### src/rtl/ppfp_pkg.sv
package ppfp_pkg;

	// Configuration register indexes.
	localparam logic REG_QUERY_X = 1'b0;
	localparam logic REG_QUERY_Y = 1'b1;

	localparam int SEG_INDEX_BITS_DEF = 16;

	// Datapath widths.
	localparam int COORD_W = 32;
	localparam int DIFF_W  = 33;
	localparam int MPL_W   = 36;
	localparam int ACC_W   = 74;
	localparam int DIV_W   = 68;
	localparam int SQ_IN_W  = 72;
	localparam int SQ_OUT_W = 36;
	localparam int SQ_REM_W = 40;

	// Magnitude of a signed operand for the serial multiplier.
	function automatic logic [MPL_W-1:0] mag36(input logic signed [MPL_W-1:0] x);
		logic [MPL_W-1:0] r;
		r = x[MPL_W-1] ? MPL_W'(-x) : MPL_W'(x);
		return r;
	endfunction

endpackage

### src/rtl/ppfp_isqrt.sv
module ppfp_isqrt (
	input  logic                           clk,
	input  logic                           arst_n,
	input  logic                           start,
	input  logic [ppfp_pkg::SQ_IN_W-1:0]   radicand,
	output logic                           done,
	output logic [ppfp_pkg::SQ_OUT_W-1:0]  root
);
	import ppfp_pkg::*;

	logic [SQ_IN_W-1:0]  n_q;
	logic [SQ_REM_W-1:0] rem_q;
	logic [SQ_OUT_W-1:0] root_q;
	logic [5:0]          cnt_q;
	logic                busy_q;
	logic                done_q;
	logic [SQ_REM_W-1:0] rem_next;
	logic [SQ_REM_W-1:0] trial;

	// One result bit per cycle: bring down two radicand bits and try the next root bit.
	assign rem_next = {rem_q[SQ_REM_W-3:0], n_q[SQ_IN_W-1:SQ_IN_W-2]};
	assign trial    = SQ_REM_W'({root_q, 2'b01});

	always_ff @(posedge clk or negedge arst_n) begin
		if (!arst_n) begin
			busy_q <= 1'b0;
			done_q <= 1'b0;
			cnt_q  <= '0;
		end else begin
			done_q <= busy_q && !start && (cnt_q == 6'(SQ_OUT_W - 1));
			if (start) begin
				busy_q <= 1'b1;
				cnt_q  <= '0;
			end else if (busy_q) begin
				cnt_q <= cnt_q + 6'd1;
				if (cnt_q == 6'(SQ_OUT_W - 1))
					busy_q <= 1'b0;
			end
		end
	end

	// Remainder and root shift registers.
	always_ff @(posedge clk) begin
		if (start) begin
			n_q    <= radicand;
			rem_q  <= '0;
			root_q <= '0;
		end else if (busy_q) begin
			n_q <= {n_q[SQ_IN_W-3:0], 2'b00};
			if (rem_next >= trial) begin
				rem_q  <= rem_next - trial;
				root_q <= {root_q[SQ_OUT_W-2:0], 1'b1};
			end else begin
				rem_q  <= rem_next;
				root_q <= {root_q[SQ_OUT_W-2:0], 1'b0};
			end
		end
	end

	assign done = done_q;
	assign root = root_q;

endmodule

### src/rtl/point_polyline_frenet_projection_top.sv
// A vertex that opens a polyline starts no segment; a segment runs nine bit-serial
// multiplies (load, 36 bits, store), a 32-bit restoring divide, two square roots and one
// output step, all in one shared sequencer. Rejected segments end after the fourth
// multiply.
// The next vertex is taken only once the sequencer is idle.
// Reset: arst_n is asynchronous, active low, and clears the query point, the previous vertex,
// the segment count and all handshake state.
module point_polyline_frenet_projection_top #(
	parameter int SEG_INDEX_BITS = ppfp_pkg::SEG_INDEX_BITS_DEF
) (
	input  logic        clk,
	input  logic        arst_n,
	input  logic        cfg_we,
	input  logic        cfg_index,
	input  logic [31:0] cfg_data,
	input  logic        s_tvalid,
	output logic        s_tready,
	input  logic [95:0] s_tdata,   // base_s[31:0], vertex_x[63:32], vertex_y[95:64]
	input  logic        s_tuser,   // first_vertex
	output logic        m_tvalid,
	input  logic        m_tready,
	output logic [87:0] m_tdata    // seg_index[15:0], long_s[47:16], lat_d[80:48], zeros
);
	import ppfp_pkg::*;

	localparam logic [2:0] ST_IDLE = 3'd0;
	localparam logic [2:0] ST_LOAD = 3'd1;
	localparam logic [2:0] ST_MUL  = 3'd2;
	localparam logic [2:0] ST_POST = 3'd3;
	localparam logic [2:0] ST_DIV  = 3'd4;
	localparam logic [2:0] ST_SQRT = 3'd5;
	localparam logic [2:0] ST_OUT  = 3'd6;

	localparam logic [3:0] OP_WXVX = 4'd0;
	localparam logic [3:0] OP_WYVY = 4'd1;
	localparam logic [3:0] OP_VXVX = 4'd2;
	localparam logic [3:0] OP_VYVY = 4'd3;
	localparam logic [3:0] OP_TLEN = 4'd4;
	localparam logic [3:0] OP_TVX  = 4'd5;
	localparam logic [3:0] OP_TVY  = 4'd6;
	localparam logic [3:0] OP_DXDX = 4'd7;
	localparam logic [3:0] OP_DYDY = 4'd8;

	logic [2:0] state_q;
	logic [3:0] op_q;

	logic signed [COORD_W-1:0] query_x_q, query_y_q;
	logic signed [COORD_W-1:0] prev_x_q, prev_y_q;
	logic [COORD_W-1:0]        prev_base_q, seg_base_q;
	logic                      have_prev_q;
	logic [SEG_INDEX_BITS-1:0] seg_count_q, seg_idx_q;

	logic signed [DIFF_W-1:0] vx_q, vy_q, wx_q, wy_q;
	logic signed [ACC_W-1:0]  acc_q, c1_q, c2_q;
	logic [ACC_W-1:0]         mcd_q;
	logic [MPL_W-1:0]         mpl_q;
	logic                     neg_q;
	logic [5:0]               mcnt_q;

	logic [DIV_W-1:0]    r_q;
	logic [31:0]         t_q;
	logic [4:0]          dcnt_q;
	logic [DIV_W-1:0]    r_shift;

	logic [SQ_OUT_W-1:0] len_q;
	logic [33:0]         soff_q, offx_q, offy_q;
	logic                sq_sel_q;

	logic                 sq_start;
	logic [SQ_IN_W-1:0]   sq_in;
	logic                 sq_done;
	logic [SQ_OUT_W-1:0]  sq_root;

	logic [MPL_W-1:0]        mul_a, mul_b;
	logic                    mul_neg, mul_clear;
	logic signed [MPL_W-1:0] dx, dy;
	logic signed [MPL_W-1:0] vx_e, vy_e, wx_e, wy_e;
	logic [COORD_W-1:0]      in_base;
	logic signed [COORD_W-1:0] in_x, in_y;
	logic [34:0]             long_sum;
	logic [31:0]             seg_wide;

	logic        m_valid_q;
	logic [15:0] out_seg_q;
	logic [31:0] out_long_q;
	logic [32:0] out_lat_q;

	assign in_base = s_tdata[31:0];
	assign in_x    = s_tdata[63:32];
	assign in_y    = s_tdata[95:64];

	assign vx_e = MPL_W'(vx_q);
	assign vy_e = MPL_W'(vy_q);
	assign wx_e = MPL_W'(wx_q);
	assign wy_e = MPL_W'(wy_q);

	// Lateral offset: w minus the projection, offsets truncated toward zero.
	assign dx = wx_e - (vx_q[DIFF_W-1] ? -MPL_W'($signed({1'b0, offx_q})) :
		MPL_W'($signed({1'b0, offx_q})));
	assign dy = wy_e - (vy_q[DIFF_W-1] ? -MPL_W'($signed({1'b0, offy_q})) :
		MPL_W'($signed({1'b0, offy_q})));

	// Operands of the shared serial multiplier for each step.
	always_comb begin
		mul_a     = '0;
		mul_b     = '0;
		mul_neg   = 1'b0;
		mul_clear = 1'b1;
		unique case (op_q)
			OP_WXVX: begin
				mul_a = mag36(wx_e); mul_b = mag36(vx_e);
				mul_neg = wx_q[DIFF_W-1] ^ vx_q[DIFF_W-1];
			end
			OP_WYVY: begin
				mul_a = mag36(wy_e); mul_b = mag36(vy_e);
				mul_neg = wy_q[DIFF_W-1] ^ vy_q[DIFF_W-1];
				mul_clear = 1'b0;
			end
			OP_VXVX: begin
				mul_a = mag36(vx_e); mul_b = mag36(vx_e);
			end
			OP_VYVY: begin
				mul_a = mag36(vy_e); mul_b = mag36(vy_e);
				mul_clear = 1'b0;
			end
			OP_TLEN: begin
				mul_a = MPL_W'(t_q); mul_b = len_q;
			end
			OP_TVX: begin
				mul_a = MPL_W'(t_q); mul_b = mag36(vx_e);
			end
			OP_TVY: begin
				mul_a = MPL_W'(t_q); mul_b = mag36(vy_e);
			end
			OP_DXDX: begin
				mul_a = mag36(dx); mul_b = mag36(dx);
			end
			OP_DYDY: begin
				mul_a = mag36(dy); mul_b = mag36(dy);
				mul_clear = 1'b0;
			end
			default: begin
				mul_a = '0;
			end
		endcase
	end

	assign r_shift  = {r_q[DIV_W-2:0], 1'b0};
	assign long_sum = 35'(prev_base_q) + 35'(soff_q);
	assign seg_wide = 32'(seg_idx_q);
	assign sq_in    = sq_sel_q ? SQ_IN_W'(acc_q) : SQ_IN_W'(c2_q);

	assign s_tready = (state_q == ST_IDLE);

	// Query point registers.
	always_ff @(posedge clk or negedge arst_n) begin
		if (!arst_n) begin
			query_x_q <= '0;
			query_y_q <= '0;
		end else if (cfg_we) begin
			unique case (cfg_index)
				REG_QUERY_X: query_x_q <= cfg_data;
				REG_QUERY_Y: query_y_q <= cfg_data;
				default: ;
			endcase
		end
	end

	// Sequencer and polyline state.
	always_ff @(posedge clk or negedge arst_n) begin
		if (!arst_n) begin
			state_q     <= ST_IDLE;
			op_q        <= OP_WXVX;
			prev_x_q    <= '0;
			prev_y_q    <= '0;
			prev_base_q <= '0;
			seg_base_q  <= '0;
			have_prev_q <= 1'b0;
			seg_count_q <= '0;
			m_valid_q   <= 1'b0;
			sq_start    <= 1'b0;
		end else begin
			sq_start <= (state_q == ST_POST && op_q == OP_DYDY) ||
				(state_q == ST_DIV && dcnt_q == 5'd31);
			if (m_valid_q && m_tready && state_q != ST_OUT)
				m_valid_q <= 1'b0;
			unique case (state_q)
				ST_IDLE: begin
					if (s_tvalid) begin
						prev_x_q    <= in_x;
						prev_y_q    <= in_y;
						seg_base_q  <= in_base;
						have_prev_q <= 1'b1;
						if (s_tuser || !have_prev_q) begin
							seg_count_q <= '0;
						end else begin
							seg_count_q <= seg_count_q + 1'b1;
							state_q     <= ST_LOAD;
							op_q        <= OP_WXVX;
						end
					end
				end
				ST_LOAD: begin
					state_q <= ST_MUL;
				end
				ST_MUL: begin
					if (mcnt_q == 6'(MPL_W - 1))
						state_q <= ST_POST;
				end
				ST_POST: begin
					unique case (op_q)
						OP_VYVY: begin
							if (c1_q > 0 && c1_q < acc_q)
								state_q <= ST_DIV;
							else
								state_q <= ST_IDLE;
						end
						OP_DYDY: begin
							state_q <= ST_SQRT;
						end
						default: begin
							op_q    <= op_q + 4'd1;
							state_q <= ST_LOAD;
						end
					endcase
				end
				ST_DIV: begin
					if (dcnt_q == 5'd31)
						state_q <= ST_SQRT;
				end
				ST_SQRT: begin
					if (sq_done) begin
						if (sq_sel_q) begin
							state_q <= ST_OUT;
						end else begin
							op_q    <= OP_TLEN;
							state_q <= ST_LOAD;
						end
					end
				end
				ST_OUT: begin
					if (!m_valid_q || m_tready) begin
						m_valid_q <= 1'b1;
						state_q   <= ST_IDLE;
					end
				end
				default: state_q <= ST_IDLE;
			endcase
			// The previous base moves once the current segment is finished with it.
			if (state_q == ST_IDLE && s_tvalid && (s_tuser || !have_prev_q))
				prev_base_q <= in_base;
			else if ((state_q == ST_POST && op_q == OP_VYVY && !(c1_q > 0 && c1_q < acc_q))
					|| (state_q == ST_OUT && (!m_valid_q || m_tready)))
				prev_base_q <= seg_base_q;
		end
	end

	// Datapath registers.
	always_ff @(posedge clk) begin
		if (state_q == ST_IDLE && s_tvalid) begin
			vx_q      <= DIFF_W'(in_x) - DIFF_W'(prev_x_q);
			vy_q      <= DIFF_W'(in_y) - DIFF_W'(prev_y_q);
			wx_q      <= DIFF_W'(query_x_q) - DIFF_W'(prev_x_q);
			wy_q      <= DIFF_W'(query_y_q) - DIFF_W'(prev_y_q);
			seg_idx_q <= seg_count_q;
		end
		// Load one multiply, clearing the sum at the start of a dot product.
		if (state_q == ST_LOAD) begin
			mcd_q  <= ACC_W'(mul_a);
			mpl_q  <= mul_b;
			neg_q  <= mul_neg;
			mcnt_q <= '0;
			if (mul_clear)
				acc_q <= '0;
		end
		// One multiplier bit per cycle.
		if (state_q == ST_MUL) begin
			if (mpl_q[0])
				acc_q <= neg_q ? acc_q - $signed(mcd_q) : acc_q + $signed(mcd_q);
			mcd_q  <= {mcd_q[ACC_W-2:0], 1'b0};
			mpl_q  <= {1'b0, mpl_q[MPL_W-1:1]};
			mcnt_q <= mcnt_q + 6'd1;
		end
		if (state_q == ST_POST) begin
			unique case (op_q)
				OP_WYVY: c1_q <= acc_q;
				OP_VYVY: begin
					c2_q   <= acc_q;
					r_q    <= DIV_W'(c1_q);
					t_q    <= '0;
					dcnt_q <= '0;
				end
				OP_TLEN: soff_q <= acc_q[65:32];
				OP_TVX:  offx_q <= acc_q[65:32];
				OP_TVY:  offy_q <= acc_q[65:32];
				OP_DYDY: sq_sel_q <= 1'b1;
				default: ;
			endcase
		end
		// Restoring divide, one quotient bit per cycle.
		if (state_q == ST_DIV) begin
			dcnt_q   <= dcnt_q + 5'd1;
			sq_sel_q <= 1'b0;
			if (r_shift >= DIV_W'(c2_q)) begin
				r_q <= r_shift - DIV_W'(c2_q);
				t_q <= {t_q[30:0], 1'b1};
			end else begin
				r_q <= r_shift;
				t_q <= {t_q[30:0], 1'b0};
			end
		end
		if (state_q == ST_SQRT && sq_done && !sq_sel_q)
			len_q <= sq_root;
		// Result word with saturation.
		if (state_q == ST_OUT && (!m_valid_q || m_tready)) begin
			out_seg_q  <= seg_wide[15:0];
			out_long_q <= (long_sum[34:32] != 3'd0) ? 32'hFFFF_FFFF : long_sum[31:0];
			out_lat_q  <= (sq_root[SQ_OUT_W-1:33] != '0) ? {33{1'b1}} : sq_root[32:0];
		end
	end

	ppfp_isqrt u_isqrt (
		.clk      (clk),
		.arst_n   (arst_n),
		.start    (sq_start),
		.radicand (sq_in),
		.done     (sq_done),
		.root     (sq_root)
	);

	assign m_tvalid = m_valid_q;
	assign m_tdata  = {7'd0, out_lat_q, out_long_q, out_seg_q};

`ifndef SYNTHESIS
	// New vertices are only taken while the sequencer is idle.
	a_ready_idle: assert property (@(posedge clk) disable iff (!arst_n)
		s_tready |-> state_q == ST_IDLE) else $error("vertex taken while busy");

	// The root unit only finishes while the sequencer waits on it.
	a_sqrt_state: assert property (@(posedge clk) disable iff (!arst_n)
		sq_done |-> state_q == ST_SQRT) else $error("root finished out of sequence");

	// The divide remainder stays below the divisor.
	a_div_rem: assert property (@(posedge clk) disable iff (!arst_n)
		state_q == ST_DIV |-> r_q < DIV_W'(c2_q)) else $error("divide remainder too large");

	// A result is only raised from the output state.
	a_out_src: assert property (@(posedge clk) disable iff (!arst_n)
		$rose(m_valid_q) |-> $past(state_q) == ST_OUT) else $error("stray result");
`endif

endmodule
### config.mk
export PLATFORM = sky130hd
export DESIGN_NAME = point_polyline_frenet_projection_top
export DESIGN_NICKNAME = d
export VERILOG_FILES = /design/src/rtl/ppfp_pkg.sv /design/src/rtl/ppfp_isqrt.sv /design/src/rtl/point_polyline_frenet_projection_top.sv
export SDC_FILE = /design/constraint.sdc
export NUM_CORES = 2
export LEC_CHECK = 0
export BUFFER_PORTS_ARGS = -buffer_cell sky130_fd_sc_hd__buf_4
export CORE_ASPECT_RATIO = 0.6
export CORE_UTILIZATION = 36
export CTS_BUF_LIST = sky130_fd_sc_hd__clkbuf_4 sky130_fd_sc_hd__clkbuf_8
export DETAILED_ROUTE_END_ITERATION = 8
export PLACE_DENSITY = 0.58
export SLEW_MARGIN = 20
export SYNTH_ARGS = -nofsm -noshare
export SYNTH_HDL_FRONTEND = slang
export SYNTH_SLANG_ARGS = --single-unit
### constraint.sdc
create_clock -name clk -period 9.8 [get_ports clk]
set_clock_uncertainty 0.2 [all_clocks]
set_input_delay 1.96 -clock clk [delete_from_list [all_inputs] [get_ports clk]]
set_output_delay 1.96 -clock clk [all_outputs]
set_load 0.02 [all_outputs]
# == After elaboration in Yosys (flattened, before gate mapping) ==
# Cells that the tools add are included.
# totals
inputBits,135
romBits,0
out_inout_bits,90
latch_bits,0
memories,0
wordCells,215
ramBits,0
ff_bits,1181
# op_classes
n_bitwise,3
n_reduce_logical,50
order_cmp,4
div_mod_pow,0
n_eq_ne,26
multipliers,0
shift,0
muxes,65
n_addsub,24
# ops
operator,n
two-way mux 74 bit,7
two-way mux 36 bit,8
two-way mux 67 bit,4
case mux 36 bit (7 select lines),1
two-way mux 72 bit,3
case mux 36 bit (5 select lines),1
two-way mux 32 bit,5
negator 33 -> 36 bit,4
subtractor 32 x 32 -> 33 bit,4
adder 74 bit,1
> comparator 74 x 1 -> 1 bit (second input constant),1
less-than comparator 74 bit,1
subtractor 74 bit,1
negator 34 -> 36 bit,2
negator 36 bit,2
subtractor 33 x 36 -> 36 bit,2
two-way mux 35 bit,2
greater-or-equal comparator 68 bit,1
subtractor 67 bit,1
greater-or-equal comparator 40 x 38 -> 1 bit,1
two-way mux 38 bit,1
subtractor 38 bit,1
adder 32 x 34 -> 35 bit,1
two-way mux 3 bit,8
38 further kinds,109

# == Longest topological paths before layout ==
# logic_depth
ltp_word,8
mapped_depth,28
mapped_depth_nobuf,25

# == Hierarchy ==
# From an unflattened synthesis, not the netlist that was laid out.
# unflattened
cells_unflattened,8073
area_unflattened_um2,76657.3
# modules_own_cells
mod,n_inst,seq_area_each_um2,area_per_inst_um2,cells_each
point_polyline_frenet_projection_top,1,28977.8,67918.9,7198
ppfp_isqrt,1,3843.7,8738.4,875

# == Least setup slack after synthesis ==
# OpenSTA, ideal clock, no wires.
# synth_path
path_kind,input port to flip-flop
from,in m_tready
to,reg prev_base_q[22]
path_buffers,1
path_stages,6
arrival_ns,8.880
setup_ns,0.125
required_time_ns,9.475
setup_slack_ns,0.595
path_cell_list,nor2b_1 nor3_1 nor2_1 o21ai_1 clkbuf_1 mux2_2
# synth_between
elab_chain_len,4
# synth_rtl
item,line_no,text
from (decl),point_polyline_frenet_projection_top.sv:21,"input logic m_tready,"
logical OR 1 bit,point_polyline_frenet_projection_top.sv:253,|| (state_q == ST_OUT && (!m_valid_q || m_tready)))
logical AND 1 bit,point_polyline_frenet_projection_top.sv:253,
logical OR 1 bit,point_polyline_frenet_projection_top.sv:253,
nonzero test 2 bit (no source line),-,
to (signal assigned),point_polyline_frenet_projection_top.sv:251,prev_base_q <= in_base;
to (signal assigned),point_polyline_frenet_projection_top.sv:254,prev_base_q <= seg_base_q;
to (decl),point_polyline_frenet_projection_top.sv:49,"logic [COORD_W-1:0] prev_base_q, seg_base_q;"
# Every way passes these cells.
# A chain may end at the register's enable or synchronous reset.

# == Final worst setup path ==
# layout_path
from,reg offx_q[9]
to,reg mpl_q[16] (data pin)
# layout_between
elab_chain_len,8
# layout_rtl
item,line_no,text
from (decl),point_polyline_frenet_projection_top.sv:66,"logic [33:0] soff_q, offx_q, offy_q;"
from (signal assigned),point_polyline_frenet_projection_top.sv:294,OP_TVX: offx_q <= acc_q[65:32];
negator 34 -> 36 bit,point_polyline_frenet_projection_top.sv:98,"assign dx = wx_e - (vx_q[DIFF_W-1] ? -MPL_W'($signed({1'b0, offx_q})) :"
two-way mux 36 bit (*),point_polyline_frenet_projection_top.sv:98,
subtractor 33 x 36 -> 36 bit (*),point_polyline_frenet_projection_top.sv:98,
negator 36 bit,ppfp_pkg.sv:22,r = x[MPL_W-1] ? MPL_W'(-x) : MPL_W'(x);
two-way mux 36 bit (*),ppfp_pkg.sv:22,
case mux 36 bit (5 select lines) (*),point_polyline_frenet_projection_top.sv:109,unique case (op_q)
two-way mux 35 bit (*),point_polyline_frenet_projection_top.sv:268,if (state_q == ST_LOAD) begin
two-way mux 35 bit (*),point_polyline_frenet_projection_top.sv:277,if (state_q == ST_MUL) begin
to (signal assigned),point_polyline_frenet_projection_top.sv:270,mpl_q <= mul_b;
to (signal assigned),point_polyline_frenet_projection_top.sv:281,"mpl_q <= {1'b0, mpl_q[MPL_W-1:1]};"
to (decl),point_polyline_frenet_projection_top.sv:56,logic [MPL_W-1:0] mpl_q;
# Mark *: on every way between the ends. The rest lies on a longest branch, timed or not. The select of a mux whose other input is x is not followed.

==> flow_summary.ini <==
[cts]
ctsHtreeMaxLevel = 4
cts_tree = built
clock-sinks = 1181
numCtsBuffers = 194
ctsHoldBuffers = 0
worst_setup_hold_path_clk_slew_ns = 0.07
cts_resized = 0
clockBufferDepth = 4
cts_root_buf = clkbuf_8
cts_setup_buffers = 0
insertion_delay_ns = 0.97

[global_routing]
grt_max_degree = 196
track_usage_pct = 25.5
antenna_found_initial = 22
first_global_vias = 59626
overflow = 0
grt_pass1_wl_um = 409000

[status]
status = completed

[synthesis]
syn_area_um2 = 76600
synth_most_common_cell = nand2_1
syn_avg_cell_area_um2 = 9.54
synthTopCellsByCount = nand2_1 (812), edfxtp_1 (804), a21oi_1 (683), nor2_1 (556), o21ai_0 (542)
muxShareOfSynthArea_pct = 3.77
async_flop_share_pct = 19.1
netlist_top_cells_area = edfxtp_1 (32%), ha_1 (8.2%), dfrtp_1 (7.4%)
ys_seq_area_share_pct = 42.9
synth_xor_area_share_pct = 7.40
synth_compound_area_share_pct = 19.0
ys.warnings.count = 0
synth_area_leader_cell = edfxtp_1
synth_cell_types = 109
ys_ff_latch = 1181
synthAdderAreaFrac_pct = 8.41
synth_top_family_by_area = compound AO/OA/AOI/OAI gates
synth_top_area_share_pct = 31.5
synth-edff-count = 804
dominantRegCellSynth = edfxtp_1
synth-simple-area-share_pct = 14.9
syn_inst = 8025

[sta]
setup_violations = 0
finalMaxSlewViolations = 0
finalCritPeriodShare_pct = 80.1
slew_headroom_pct = 17.0
worst_slew_pin_slew_ns = 1.24
finalCriticalPeriod_ns = 7.85
clock.fmax_ghz = 0.127
final_hold_viol_count = 0
fin_setup_tns_ns = 0
rsz0062_at_grt = no

[die]
die_area_um2 = 215000
dieHeight_um = 359
rows = 130
core_um2 = 210000
initial_core_util_pct = 36.4
io_pins = 225
fp.dieW_um = 597

[worst_setup_path]
crit_chain = or4_1 -> nor4_1 -> nand2b_1 -> nor2_1 -> nand2_1 -> or4_1 -> or4_1 -> o21ai_0 -> xor2_1 -> ha_1 -> o21a_1 -> a21o_1 -> a31oi_1 -> o21ai_0 -> a22o_1 -> a2111oi_0 -> or3_1 -> and2_1 -> nor2_1 -> xnor2_1 -> a211oi_1 -> a21oi_1
critical_path.max_fanout = 18
crit_arrival_ns = 8.34
startpoint_type = flip-flop
crit_slowest_cell = and2_1
end_kind = flip-flop
cp_num_buf_inv = 0
crit_type = reg -> reg
worstPathRequired_ns = 10.29
critPathMostFrequentCell = or4_1
crit_family = simple AND/OR/NAND/NOR gates
slowest_delay_ns = 0.77

[power_and_ir_drop]
power_density_nw_per_um2 = 126
ir_drop_mv = 0.102
power.leakage_nw = 34.6

[drt]
drt.antenna.violating_nets = 0
routed_wl_um = 283000
remaining_drc_errors = 0
initialDrtViolationCount = 8395
vias = 65751
avgViaCountPerCell = 5.86
routedWlPerCell_um = 25.2
firstDrtPassIters = 9

[worst_hold_path]
hp-class = reg -> reg

[final_layout]
area_growth_pct = 12.1
finalInstanceArea_um2 = 85900
drive_gt1_share_pct = 10.5
nets = 8853

[flow_run]
cap_violations = 0

[placed_design]
place.gp.congestion = 0.998
dp_hpwl_um = 217000
port_buffers = 217
placed_area_um2 = 81400
==> report_power, final <==
| group | total (W) | switching (W) | leakage, nW | internal (W) |
|---|---|---|---|---|
| Combinational | 0.000351 | 0.000195 | 21.0 | 0.000156 |
| Sequential | 0.00536 | 0.0000307 | 11.4 | 0.00533 |
| Clock | 0.00511 | 0.00225 | 2.28 | 0.00286 |
| Total | 0.0108 | 0.00248 | 34.6 | 0.00834 |
==> logic make-up (layout without fill, tap and decap cells) <==
kind of cell | after synthesis | after routing
AOI/OAI and AO/OA | 2291 | 2291
adders and majority gates | 509 | 509
xor gates and xnor gates | 647 | 647
other | 1 | 25
muxes | 276 | 276
DFF | 1181 | 1181
buffers and inverters | 735 | 1069
and+or+nand+nor | 2385 | 2385
==> worst paths after layout <==
path | end | cells after the start | startpoint | slack (ns)
worst min-delay path | out_seg_q[9] | 0 | seg_idx_q[9] | 0.22
worst min register to register | out_seg_q[9] | 0 | seg_idx_q[9] | 0.22
max in group asynchronous | sq_start | 2 | arst_n | 6.96
min in group asynchronous | seg_count_q[12] | 1 | arst_n | 0.89
worst max-delay path | mpl_q[16] | 22 | offx_q[9] | 1.95
worst max register to register | mpl_q[16] | 22 | offx_q[9] | 1.95
==> metrics by stage <==
step                total power, W  hold slack, ns  worst slack, ns  cells  util [%]
floorplan                  0.00565           0.200            0.595   8031         -
global placement           0.00580           0.205             2.27  10849      38.7
detailed placement         0.00581           0.208             2.25  10850      38.7
CTS                         0.0109           0.222             2.19  11202      40.8
global route                0.0111           0.224             1.59  11204      40.8
finish                      0.0108           0.218             1.95  11221      40.8
==> cell type report <==
class | instances | area [um2]
clock inverter | 97 | 1170
inverter | 402 | 1520
fill | 20527 | 124000
antenna | 18 | 45.0
sequential | 1181 | 32800
multi-input combinational | 6115 | 41100
clock buffer | 255 | 3210
timing repair buffer | 315 | 2430
tap | 2838 | 3550
==> routing by layer <==
layer / global-route usage, % / vias to the layer above / wire length, um
met3: 10.4 / 310 / 40500
met2: 29.7 / 3442 / 96800
met4: 4.64 / 8 / 4930
met5: 0 / - / 47
li1: - / 29957 / -
met1: 41.5 / 32034 / 141000
==> flip-flops by register name, summed over array words and instances (netlist names), 34 cells and up <==
| register | flops |
|---|---|
| acc_q | 74 |
| c1_q | 74 |
| mcd_q | 74 |
| c2_q | 72 |
| u_isqrt.n_q | 72 |
| r_q | 67 |
| u_isqrt.rem_q | 38 |
| len_q | 36 |
| mpl_q | 36 |
| u_isqrt.root | 36 |
| offx_q | 34 |
| offy_q | 34 |
| soff_q | 34 |
==> layout by cell type, fill, tap and decap left out, types with 32 or more instances in the layout <==
cell and instances:
nand2_1 808, edfxtp_1 804, a21oi_1 683, nor2_1 554, o21ai_0 542, ha_1 500
inv_1 397, xnor2_1 372, buf_4 310, xor2_1 275, dfrtp_1 224, clkbuf_8 207
a21o_1 203, mux2i_1 180, dfxtp_1 150, nor3_1 148, nand3_1 140, and3_1 125
mux2_2 96, o21a_1 95, a31oi_1 89, or3_1 88, o31ai_1 88, a211oi_1 86
nand2b_1 77, nor2b_1 73, nand4_1 72, o21bai_1 57, nor4_1 56, and2_1 56
clkbuf_4 48, or4_1 46, o22ai_1 42, or2_2 37, o211ai_1 35, clkinv_2 32
No activity file was read; power rests on OpenSTA's default activity.
